File: config.mk
export PLATFORM = sky130hd
export DESIGN_NAME = ipv4_receive_header_checker_unit
export DESIGN_NICKNAME = d
export VERILOG_FILES = /design/src/design/ipv4rx_pkg.sv /design/src/design/ipv4rx_parse.sv /design/src/design/ipv4rx_judge.sv /design/src/design/ipv4_receive_header_checker_unit.sv
export SDC_FILE = /design/constraint.sdc
export NUM_CORES = 1
export LEC_CHECK = 0
export BUFFER_PORTS_ARGS = -buffer_cell sky130_fd_sc_hd__buf_2
export CORE_MARGIN = 3
export CORE_UTILIZATION = 60
export CTS_CLUSTER_SIZE = 10
export DETAILED_ROUTE_END_ITERATION = 10
export GPL_ROUTABILITY_DRIVEN = 0
export GPL_TIMING_DRIVEN = 0
export MAX_ROUTING_LAYER = met4
export PLACE_DENSITY = 0.84
export SKIP_CTS_REPAIR_TIMING = 1
export SYNTH_ARGS = -nofsm -noshare
export SYNTH_HDL_FRONTEND = slang
export SYNTH_SLANG_ARGS = --single-unit
export TNS_END_PERCENT = 50
File: constraint.sdc
create_clock -name clock -period 8.9 [get_ports clock]
set_clock_uncertainty 0.05 [all_clocks]
set_input_delay 0.445 -clock clock [delete_from_list [all_inputs] [get_ports clock]]
set_output_delay 0.445 -clock clock [all_outputs]
set_load 0.01 [all_outputs]
File: src/design/ipv4rx_pkg.sv
// Shared types and constants for the IPv4 receive header checker.
// Used by the parse, judge and top-level modules; no dependencies.
package ipv4rx_pkg;

   localparam int LenW = 16;

   localparam logic [3:0] VerdictIcmp     = 4'd0;
   localparam logic [3:0] VerdictTcp      = 4'd1;
   localparam logic [3:0] VerdictUdp      = 4'd2;
   localparam logic [3:0] VerdictOther    = 4'd3;
   localparam logic [3:0] VerdictShort    = 4'd4;
   localparam logic [3:0] VerdictVersion  = 4'd5;
   localparam logic [3:0] VerdictIhl      = 4'd6;
   localparam logic [3:0] VerdictChecksum = 4'd7;
   localparam logic [3:0] VerdictTotalLen = 4'd8;
   localparam logic [3:0] VerdictNotOurs  = 4'd9;
   localparam logic [3:0] VerdictTooLong  = 4'd10;

   localparam logic [7:0]  ProtoIcmp = 8'd1;
   localparam logic [7:0]  ProtoTcp  = 8'd6;
   localparam logic [7:0]  ProtoUdp  = 8'd17;
   localparam logic [3:0]  IpVersion = 4'd4;
   localparam logic [5:0]  HdrMin    = 6'd20;
   localparam logic [15:0] SumGood   = 16'hFFFF;
   localparam logic [31:0] BcastAddr = 32'hFFFF_FFFF;

   typedef struct packed {
      logic [LenW-1:0] byte_count;
      logic [3:0]      version;
      logic [3:0]      ihl;
      logic [15:0]     sum;
      logic [15:0]     total_length;
      logic [7:0]      protocol;
      logic [31:0]     source;
      logic [31:0]     destination;
      logic            overflow;
   } pkt_snap_type;

endpackage

File: src/design/ipv4rx_parse.sv
// Per-byte header capture and one's-complement sum for the IPv4 checker.
// Hands a snapshot of the packet state to the judge on the final byte.
// Depends on ipv4rx_pkg.
module ipv4rx_parse
   import ipv4rx_pkg::*;
#(
   parameter int MAX_BYTES = 2048
) (
   input  logic         clock,
   input  logic         reset,
   input  logic         take,
   input  logic [7:0]   in_byte,
   input  logic         last,
   input  logic         snap_taken,
   output logic         snap_valid,
   output pkt_snap_type snap
);

   localparam int CntW = $clog2(MAX_BYTES + 1);
   localparam logic [CntW-1:0] MaxCount = CntW'(MAX_BYTES);

   logic [CntW-1:0] count_ff, count_in;
   logic [3:0]      version_ff, version_in;
   logic [3:0]      ihl_ff, ihl_in;
   logic [15:0]     sum_ff, sum_in;
   logic [7:0]      high_ff, high_in;
   logic [15:0]     total_ff, total_in;
   logic [7:0]      proto_ff, proto_in;
   logic [31:0]     src_ff, src_in;
   logic [31:0]     dst_ff, dst_in;
   logic            ovf_ff, ovf_in;
   logic            snap_valid_ff, snap_valid_in;
   pkt_snap_type    snap_ff, snap_in;

   logic [5:0]      hb;
   logic [16:0]     sum_wide;

   always_comb begin
      version_in = version_ff;
      ihl_in     = ihl_ff;
      sum_in     = sum_ff;
      high_in    = high_ff;
      total_in   = total_ff;
      proto_in   = proto_ff;
      src_in     = src_ff;
      dst_in     = dst_ff;
      ovf_in     = ovf_ff;
      count_in   = count_ff;
      hb         = 6'd0;
      sum_wide   = 17'd0;
      if (count_ff == MaxCount) begin
         ovf_in = 1'b1;
      end else begin
         count_in = count_ff + 1'b1;
         if (count_ff == CntW'(0)) begin
            version_in = in_byte[7:4];
            ihl_in     = in_byte[3:0];
         end else if (count_ff == CntW'(2) || count_ff == CntW'(3)) begin
            total_in = {total_ff[7:0], in_byte};
         end else if (count_ff == CntW'(9)) begin
            proto_in = in_byte;
         end else if (count_ff >= CntW'(12) && count_ff < CntW'(16)) begin
            src_in = {src_ff[23:0], in_byte};
         end else if (count_ff >= CntW'(16) && count_ff < CntW'(20)) begin
            dst_in = {dst_ff[23:0], in_byte};
         end
         hb = {ihl_in, 2'b00};
         if (count_ff < CntW'(hb)) begin
            if (!count_ff[0]) begin
               high_in = in_byte;
            end else begin
               sum_wide = {1'b0, sum_ff} + {1'b0, high_ff, in_byte};
               sum_in   = sum_wide[15:0] + {15'd0, sum_wide[16]};
            end
         end
      end

      snap_in.byte_count   = LenW'(count_in);
      snap_in.version      = version_in;
      snap_in.ihl          = ihl_in;
      snap_in.sum          = sum_in;
      snap_in.total_length = total_in;
      snap_in.protocol     = proto_in;
      snap_in.source       = src_in;
      snap_in.destination  = dst_in;
      snap_in.overflow     = ovf_in;

      snap_valid_in = snap_valid_ff;
      if (take && last) begin
         snap_valid_in = 1'b1;
      end else if (snap_taken) begin
         snap_valid_in = 1'b0;
      end
   end

   always_ff @(posedge clock) begin
      if (reset) begin
         count_ff      <= '0;
         version_ff    <= '0;
         ihl_ff        <= '0;
         sum_ff        <= '0;
         high_ff       <= '0;
         total_ff      <= '0;
         proto_ff      <= '0;
         src_ff        <= '0;
         dst_ff        <= '0;
         ovf_ff        <= 1'b0;
         snap_valid_ff <= 1'b0;
      end else begin
         snap_valid_ff <= snap_valid_in;
         if (take && last) begin
            count_ff   <= '0;
            version_ff <= '0;
            ihl_ff     <= '0;
            sum_ff     <= '0;
            high_ff    <= '0;
            total_ff   <= '0;
            proto_ff   <= '0;
            src_ff     <= '0;
            dst_ff     <= '0;
            ovf_ff     <= 1'b0;
         end else if (take) begin
            count_ff   <= count_in;
            version_ff <= version_in;
            ihl_ff     <= ihl_in;
            sum_ff     <= sum_in;
            high_ff    <= high_in;
            total_ff   <= total_in;
            proto_ff   <= proto_in;
            src_ff     <= src_in;
            dst_ff     <= dst_in;
            ovf_ff     <= ovf_in;
         end
      end
   end

   always_ff @(posedge clock) begin
      if (take && last) begin
         snap_ff <= snap_in;
      end
   end

   assign snap_valid = snap_valid_ff;
   assign snap       = snap_ff;

endmodule

File: src/design/ipv4rx_judge.sv
// Verdict logic and result register for the IPv4 checker.
// Judges a packet snapshot against the own address. Depends on ipv4rx_pkg.
module ipv4rx_judge
   import ipv4rx_pkg::*;
(
   input  logic         clock,
   input  logic         reset,
   input  logic         snap_valid,
   input  pkt_snap_type snap,
   input  logic [31:0]  own_address,
   input  logic         out_stall,
   output logic         out_ready,
   output logic         out_valid,
   output logic [3:0]   verdict,
   output logic [31:0]  source_address,
   output logic [7:0]   protocol_number,
   output logic [5:0]   header_bytes,
   output logic [15:0]  payload_length
);

   logic        valid_ff, valid_in;
   logic [3:0]  verdict_ff, verdict_in;
   logic [31:0] src_ff, src_in;
   logic [7:0]  proto_ff;
   logic [5:0]  hb_ff, hb;
   logic [15:0] plen_ff, plen_in;
   logic [15:0] hb_wide;

   assign out_ready = !valid_ff || !out_stall;
   assign hb        = {snap.ihl, 2'b00};
   assign hb_wide   = {10'd0, hb};

   always_comb begin
      src_in  = '0;
      plen_in = '0;
      if (snap.overflow) begin
         verdict_in = VerdictTooLong;
      end else if (snap.byte_count < {10'd0, HdrMin}) begin
         verdict_in = VerdictShort;
      end else if (snap.version != IpVersion) begin
         verdict_in = VerdictVersion;
      end else if (hb < HdrMin || hb_wide > snap.byte_count) begin
         verdict_in = VerdictIhl;
      end else if (snap.sum != SumGood) begin
         verdict_in = VerdictChecksum;
      end else if (snap.total_length > snap.byte_count || snap.total_length < hb_wide) begin
         verdict_in = VerdictTotalLen;
      end else if (snap.destination != own_address && snap.destination != BcastAddr) begin
         verdict_in = VerdictNotOurs;
      end else begin
         src_in  = snap.source;
         plen_in = snap.total_length - hb_wide;
         if (snap.protocol == ProtoIcmp) begin
            verdict_in = VerdictIcmp;
         end else if (snap.protocol == ProtoTcp) begin
            verdict_in = VerdictTcp;
         end else if (snap.protocol == ProtoUdp) begin
            verdict_in = VerdictUdp;
         end else begin
            verdict_in = VerdictOther;
         end
      end
      valid_in = valid_ff;
      if (out_ready) begin
         valid_in = snap_valid;
      end
   end

   always_ff @(posedge clock) begin
      if (reset) begin
         valid_ff <= 1'b0;
      end else begin
         valid_ff <= valid_in;
      end
   end

   always_ff @(posedge clock) begin
      if (out_ready && snap_valid) begin
         verdict_ff <= verdict_in;
         src_ff     <= src_in;
         proto_ff   <= snap.protocol;
         hb_ff      <= hb;
         plen_ff    <= plen_in;
      end
   end

   assign out_valid       = valid_ff;
   assign verdict         = verdict_ff;
   assign source_address  = src_ff;
   assign protocol_number = proto_ff;
   assign header_bytes    = hb_ff;
   assign payload_length  = plen_ff;

endmodule

File: src/design/ipv4_receive_header_checker_unit.sv
// IPv4 receive header checker, top level: one byte per transfer in, one verdict per packet out.
// A final byte's verdict passes through the snapshot register and then the result register
// on its way to the outputs; while the result register is stalled, it waits in the snapshot.
// Throughput: one byte per cycle; the byte path stalls only while the snapshot and
// result registers both hold unaccepted verdicts.
// Reset (synchronous, active high) clears packet state, own address and all valid flags.
// Depends on ipv4rx_pkg, ipv4rx_parse and ipv4rx_judge.
module ipv4_receive_header_checker_unit
   import ipv4rx_pkg::*;
#(
   parameter int MAX_BYTES = 2048
) (
   input  logic        clock,
   input  logic        reset,
   input  logic        req_valid,
   output logic        req_stall,
   input  logic [7:0]  req_in_byte,
   input  logic        req_last,
   output logic        rsp_valid,
   input  logic        rsp_stall,
   output logic [3:0]  rsp_verdict,
   output logic [31:0] rsp_source_address,
   output logic [7:0]  rsp_protocol_number,
   output logic [5:0]  rsp_header_bytes,
   output logic [15:0] rsp_payload_length,
   input  logic        csr_valid,
   output logic        csr_ready,
   input  logic [31:0] csr_own_address
);

   logic [31:0]  own_ff;
   logic         take;
   logic         snap_valid;
   logic         out_ready;
   pkt_snap_type snap;

   assign csr_ready = 1'b1;
   assign req_stall = snap_valid && !out_ready;
   assign take      = req_valid && !req_stall;

   always_ff @(posedge clock) begin
      if (reset) begin
         own_ff <= '0;
      end else if (csr_valid && csr_ready) begin
         own_ff <= csr_own_address;
      end
   end

   ipv4rx_parse #(
      .MAX_BYTES(MAX_BYTES)
   ) u_parse (
      .clock      (clock),
      .reset      (reset),
      .take       (take),
      .in_byte    (req_in_byte),
      .last       (req_last),
      .snap_taken (snap_valid && out_ready),
      .snap_valid (snap_valid),
      .snap       (snap)
   );

   ipv4rx_judge u_judge (
      .clock           (clock),
      .reset           (reset),
      .snap_valid      (snap_valid),
      .snap            (snap),
      .own_address     (own_ff),
      .out_stall       (rsp_stall),
      .out_ready       (out_ready),
      .out_valid       (rsp_valid),
      .verdict         (rsp_verdict),
      .source_address  (rsp_source_address),
      .protocol_number (rsp_protocol_number),
      .header_bytes    (rsp_header_bytes),
      .payload_length  (rsp_payload_length)
   );

`ifndef ASSERT_OFF
   a_final_loads_snap: assert property (@(posedge clock) disable iff (reset)
      take && req_last |=> snap_valid)
      else $error("final byte did not load snapshot");

   a_reject_clears: assert property (@(posedge clock) disable iff (reset)
      rsp_valid && rsp_verdict >= VerdictShort |->
         rsp_source_address == 32'd0 && rsp_payload_length == 16'd0)
      else $error("rejected packet carries address or length");

   a_deliver_header: assert property (@(posedge clock) disable iff (reset)
      rsp_valid && rsp_verdict <= VerdictOther |-> rsp_header_bytes >= HdrMin)
      else $error("delivered packet with short header");
`endif

endmodule
# [Yosys cells after proc, flatten, opt, wreduce, memory -nomap -nowiden]
# Cells that the tools add are included.
[op_classes] n_lt_le_gt_ge=10 muxes=39 reduce_logical=21 n_eq_ne=11 bitwise_logic=2 n_addsub=4
[ops] operator="$mux 32" count=11
[ops] operator="$mux 16" count=6
[ops] operator="$mux 4" count=13
[ops] operator="$lt 12x5->1 const B" count=3
[ops] operator="$mux 8" count=4
[ops] operator="$ne 32x32->1" count=1
[ops] operator="$ne 32x32->1 const B" count=1
[ops] operator="$eq 12x2->1 const B" count=2
[ops] operator="$add 16x16->17" count=1
[ops] operator="$add 16x1->16" count=1
[ops] operator="$gt 16x12->1" count=1
[ops] operator="$lt 16x6->1" count=1
[ops] operator="$ne 16x16->1 const B" count=1
[ops] operator="$sub 16x6->16" count=1
[ops] operator="$add 12x1->12 const B" count=1
[ops] operator="$eq 12x12->1 const B" count=1
[ops] operator="$eq 12x4->1 const B" count=1
[ops] operator="$ge 12x4->1 const B" count=1
[ops] operator="$ge 12x5->1 const B" count=1
[ops] operator="$gt 6x12->1" count=1
[ops] operator="$logic_not 12->1" count=1
[ops] operator="$lt 12x6->1" count=1
[ops] operator="$mux 12" count=1
[ops] operator="$eq 8x1->1 const B" count=1
[ops] operator="other kinds (13)" count=30
[word_totals] elab_cells=115 ff_bits=356 inputBits=46

# [Depth between registers and ports, before layout]
[logic_depth] word_depth=10 depth_mapped=16

# [Modules after synthesis]
# From an unflattened synthesis, not the netlist that was laid out.
[unflattened] hier_cells=1451 area_unflattened_um2=16508.3
[by_module_without_submodules] module="ipv4rx_parse" cells_per_inst=1010 area_per_inst_um2=11537.3 seq_area_each_um2=6436.2 instances=1
[by_module_without_submodules] module="ipv4rx_judge" cells_per_inst=333 area_per_inst_um2=3777.4 seq_area_each_um2=1941.9 instances=1
[by_module_without_submodules] module="ipv4_receive_header_checker_unit" cells_per_inst=108 area_per_inst_um2=1193.6 seq_area_each_um2=640.6 instances=1

# [Worst setup path after synthesis]
# Ideal clock, no wire load.
[synth_timing] path_kind="input -> register" from="in rsp_stall" to="reg u_judge.hb_ff[2], in the netlist u_judge.header_bytes[2] (enable)" arrival_ns=5.114 stages=1 n_path_buf=0 path_slack_ns=3.153 required_ns=8.267 cell_sequence="a21boi_0"
[synth_via] elab_chain_cells=3
[synth_rtl] item="start: declaration" line_no="ipv4_receive_header_checker_unit.sv:20" text="input logic rsp_stall,"
[synth_rtl] item="$logic_not 1->1" line_no="ipv4rx_judge.sv:29" text="assign out_ready = !valid_ff || !out_stall;"
[synth_rtl] item="$logic_or 1x1->1" line_no="ipv4rx_judge.sv:29"
[synth_rtl] item="$logic_and 1x1->1" line_no="ipv4rx_judge.sv:78" text="if (out_ready && snap_valid) begin"
[synth_rtl] item="end signal: assignment" line_no="ipv4rx_judge.sv:82" text="hb_ff <= hb;"
[synth_rtl] item="end: declaration" line_no="ipv4rx_judge.sv:25" text="logic [5:0] hb_ff, hb;"
# Every way passes these cells.
# A chain may end at the register's enable or synchronous reset.

# [Final worst setup path]
[layout_timing] from="reg u_parse.sum_ff[0]" to="reg u_parse.snap_ff (netlist bit u_parse.snap[102]) (data pin)"
[layout_via] elab_chain_cells=5
[layout_rtl] item="start: declaration" line_no="ipv4rx_parse.sv:25" text="logic [15:0] sum_ff, sum_in;"
[layout_rtl] item="start signal: assignment" line_no="ipv4rx_parse.sv:126" text="sum_ff <= sum_in;"
[layout_rtl] item="$add 16x16->17" line_no="ipv4rx_parse.sv:72" text="sum_wide = {1'b0, sum_ff} + {1'b0, high_ff, in_byte};"
[layout_rtl] item="$add 16x1->16" line_no="ipv4rx_parse.sv:73" text="sum_in = sum_wide[15:0] + {15'd0, sum_wide[16]};"
[layout_rtl] item="$mux 16" line_no="ipv4rx_parse.sv:69" text="if (!count_ff[0]) begin"
[layout_rtl] item="$mux 16" line_no="ipv4rx_parse.sv:68" text="if (count_ff < CntW'(hb)) begin"
[layout_rtl] item="$mux 16" line_no="ipv4rx_parse.sv:51" text="if (count_ff == MaxCount) begin"
[layout_rtl] item="net u_parse.sum_in[13]" line_no="ipv4rx_parse.sv:25"
[layout_rtl] item="end signal: assignment" line_no="ipv4rx_parse.sv:139" text="snap_ff <= snap_in;"
[layout_rtl] item="end: declaration" line_no="ipv4rx_parse.sv:33" text="pkt_snap_type snap_ff, snap_in;"
# The timed path passes the listed nets, and every way through them passes these cells.

==> reports/results.ini <==
[outcome]
status=finished, final reports clean

[finish]
nNetsFinal=1757
num-fill-cells=1728
synthToLayoutAreaGrowth_pct=14.1
final_common_cell=edfxtp_1
drive_above_1_share=0.169
antenna_cells=0
regArea_um2=9020
final_cell_mix=189 x edfxtp_1, 188 x nand2_1, 167 x dfxtp_1
multiInputGateArea_um2=6530
fin_util=0.702
stdcell_count=2029

[placement]
dpl_worst_slack_ns=4.62
dp_cells=1956
io_buffers=109
dp_hpwl_um=27100

[sta]
relSlewSlack=0.406
finalSetupViolations=0
hold_violations=0
fmax_mhz=256
rsz0062_at_grt=no
finalCritPeriodShare=0.439
post-route-min-period_ns=3.91
finalSetupTns_ns=0
finalWorstSetupSlack_ns=4.99
drv_slew=0
holdWs_ns=0.111
worstMarginPinSlew_ns=0.882

[setup_path]
cp_data_arrival_time_ns=4.12
critical_path.max_fanout=4
r2r-end=u_parse.snap[102]
r2r_start=u_parse.sum_ff[0]
endpoint_kind=flip-flop
r2r_slack_ns=4.99
rr_worst_depth=16
worstPathRequired_ns=9.11
worstSetupStartpointType=flip-flop
crit_type=reg -> reg

[clocking]
cts_buffer_depth=3
cts_buffers=41
cts_sinks=356
ctsRootBufferMaster=clkbuf_16
htree_levels=2
clk_pin_slew_ns=0.06
clock_latency_ns=0.53
cts_tree=built

[floorplanning]
std_cell_rows=59
core_area_um2=26200
die_h_um=170
floorplan.die_area_um2=28900
num_io_pins=115
die_x_um=170
start_util=0.615

[drt]
routedWlPerCell_um=19.2
ant_nets=0
via_count=12100
drtIter0Drc=1257
first_pass_iters=8
drc=0
totalWireLength_um=38900
vias_per_cell=5.96

[synth]
synthesis.area_um2=16100
ys_ff_latch=356
synth-edff-count=189
syn_inst=1506
async_flop_share=0
syn_area_per_cell_um2=10.7
ys_dominant_reg_cell=edfxtp_1
synth_warnings=0
ys_seq_area_frac=0.560
yosysUniqueCellTypes=68

[global_routing]
grt_pass1_wl_um=60400
grt_max_degree=88
grt_pass1_vias=11800
antenna_found_initial=0
gr-usage-all-layers=0.272
globalRouteOverflowTotal=0

[power]
netSwitchingFraction=0.230
p_switching_mw=0.834
power_density_nw_per_um2=197
power.internal_mw=2.79
seq_power_share=0.500
comb_power_share=0.077
max-vdd-ir-drop_mv=0.127
clockPowerShare=0.423
p_leak_nw=7.27

[hold_path]
hold-path-endpoint=own_ff[29]
min-delay-start=csr_own_address[29]
hold_path_class=in -> reg
min_path_cells=3

[run]
maxCapViolations=0

## cell families (layout without fill, tap and decap cells)
| kind of cell | after synthesis | in the layout | synth area share |
|---|---|---|---|
| AND/OR/NAND/NOR | 555 | 555 | 0.159 |
| buffers and inverters | 145 | 330 | 0.0365 |
| flip-flops | 356 | 356 | 0.560 |
| XOR/XNOR | 79 | 79 | 0.0429 |
| AO/OA/AOI/OAI | 181 | 181 | 0.0689 |
| multiplexers | 141 | 141 | 0.0949 |
| other | 2 | 5 | 0.000466 |
| adder cells (fa/ha/maj) | 47 | 47 | 0.0374 |
## flip-flops by register name, summed over array words and instances, names as in the netlist, 16 cells and up
name / flops
u_parse.snap: 125
u_parse.src_ff: 32
own_ff: 32
u_parse.dst_ff: 32
u_parse.sum_ff: 16
u_judge.source_address: 32
u_judge.payload_length: 16
u_parse.total_ff: 16
## power by group through the flow
stage,combinational (mW),clock (mW),sequential [mW]
after floorplan,0.181,0,1.84
after global placement,0.254,0,1.85
after detailed placement,0.269,0,1.85
after CTS,0.274,1.55,1.81
after global routing,0.304,1.61,1.82
final,0.278,1.54,1.81
## worst max path at each step
stage / from / endpoint / slack, ns / depth (start not counted)
final: u_parse.sum_ff[0] / u_parse.snap[102] / 4.99 / 16
after global routing: u_parse.sum_ff[0] / u_parse.snap[101] / 4.71 / 16
after CTS: u_parse.sum_ff[0] / u_parse.snap[102] / 5.01 / 16
after detailed placement: req_in_byte[5] / u_parse.snap[102] / 4.62 / 17
after global placement: rsp_stall / u_judge.source_address[6] / 1.21 / 2
after floorplan: rsp_stall / u_judge.header_bytes[2] / 3.15 / 1
## final cells by class
type / count / area share
flip-flops and latches: 356 / 0.491
clock buffers: 72 / 0.0656
repair buffers: 112 / 0.0333
well taps: 335 / 0.0228
plain buffers: 81 / 0.0189
inverters: 64 / 0.0133
multi-input cells: 1008 / 0.355
clock inverters: 1 / 0.000476
## stage by stage
stage               area [um^2]  power [mW]
global placement          17100        2.11
CTS                       18400        3.64
global route              18400        3.73
detailed placement        17200        2.12
floorplan                 16100        2.03
finish                    18400        3.63
## worst max-delay path, stage by stage (launching register included)
cell and delay [ns]:
dfxtp_1 0.37, ha_1 0.22, fa_1 0.27, a211oi_1 0.13, o211ai_1 0.28, nand4_1 0.14
o2bb2ai_1 0.19, nor2b_1 0.13, o21ai_0 0.09, nand2b_1 0.14, ha_1 0.19, and3_1 0.22
and3_1 0.20, nand3_1 0.13, or4_1 0.56, xnor2_1 0.21, o21ai_1 0.12
## synthesized netlist by cell type (6+ instances only)
cell type,count,area [um^2]
a21oi_1,94,470
o21ai_0,26,130
nor4_1,16,100
and3_1,11,68.8
nand3_1,20,100
and2_1,6,37.5
edfxtp_1,189,5680
nor2b_1,10,62.6
mux2_2,94,1060
nand4_1,29,181
ha_1,45,563
or3_1,6,37.5
nand2_1,188,706
mux2i_1,47,470
dfxtp_1,167,3340
nand2b_1,6,37.5
buf_1,16,60.1
clkbuf_1,48,180
nor2_1,149,559
xnor2_1,27,236
a21o_1,6,45.0
buf_2,11,55.1
nor3_1,88,440
inv_1,64,240
a211oi_1,14,105
xor2_1,52,455
## routing by layer
metal,vias to the layer above,wire (um),track usage
met5,-,0,-
met4,0,1340,0.0953
met3,125,3280,0.0518
met2,551,18700,0.442
met1,5785,15600,0.345
li1,5633,-,-
Note: power is estimated with default switching activity, not from simulation.
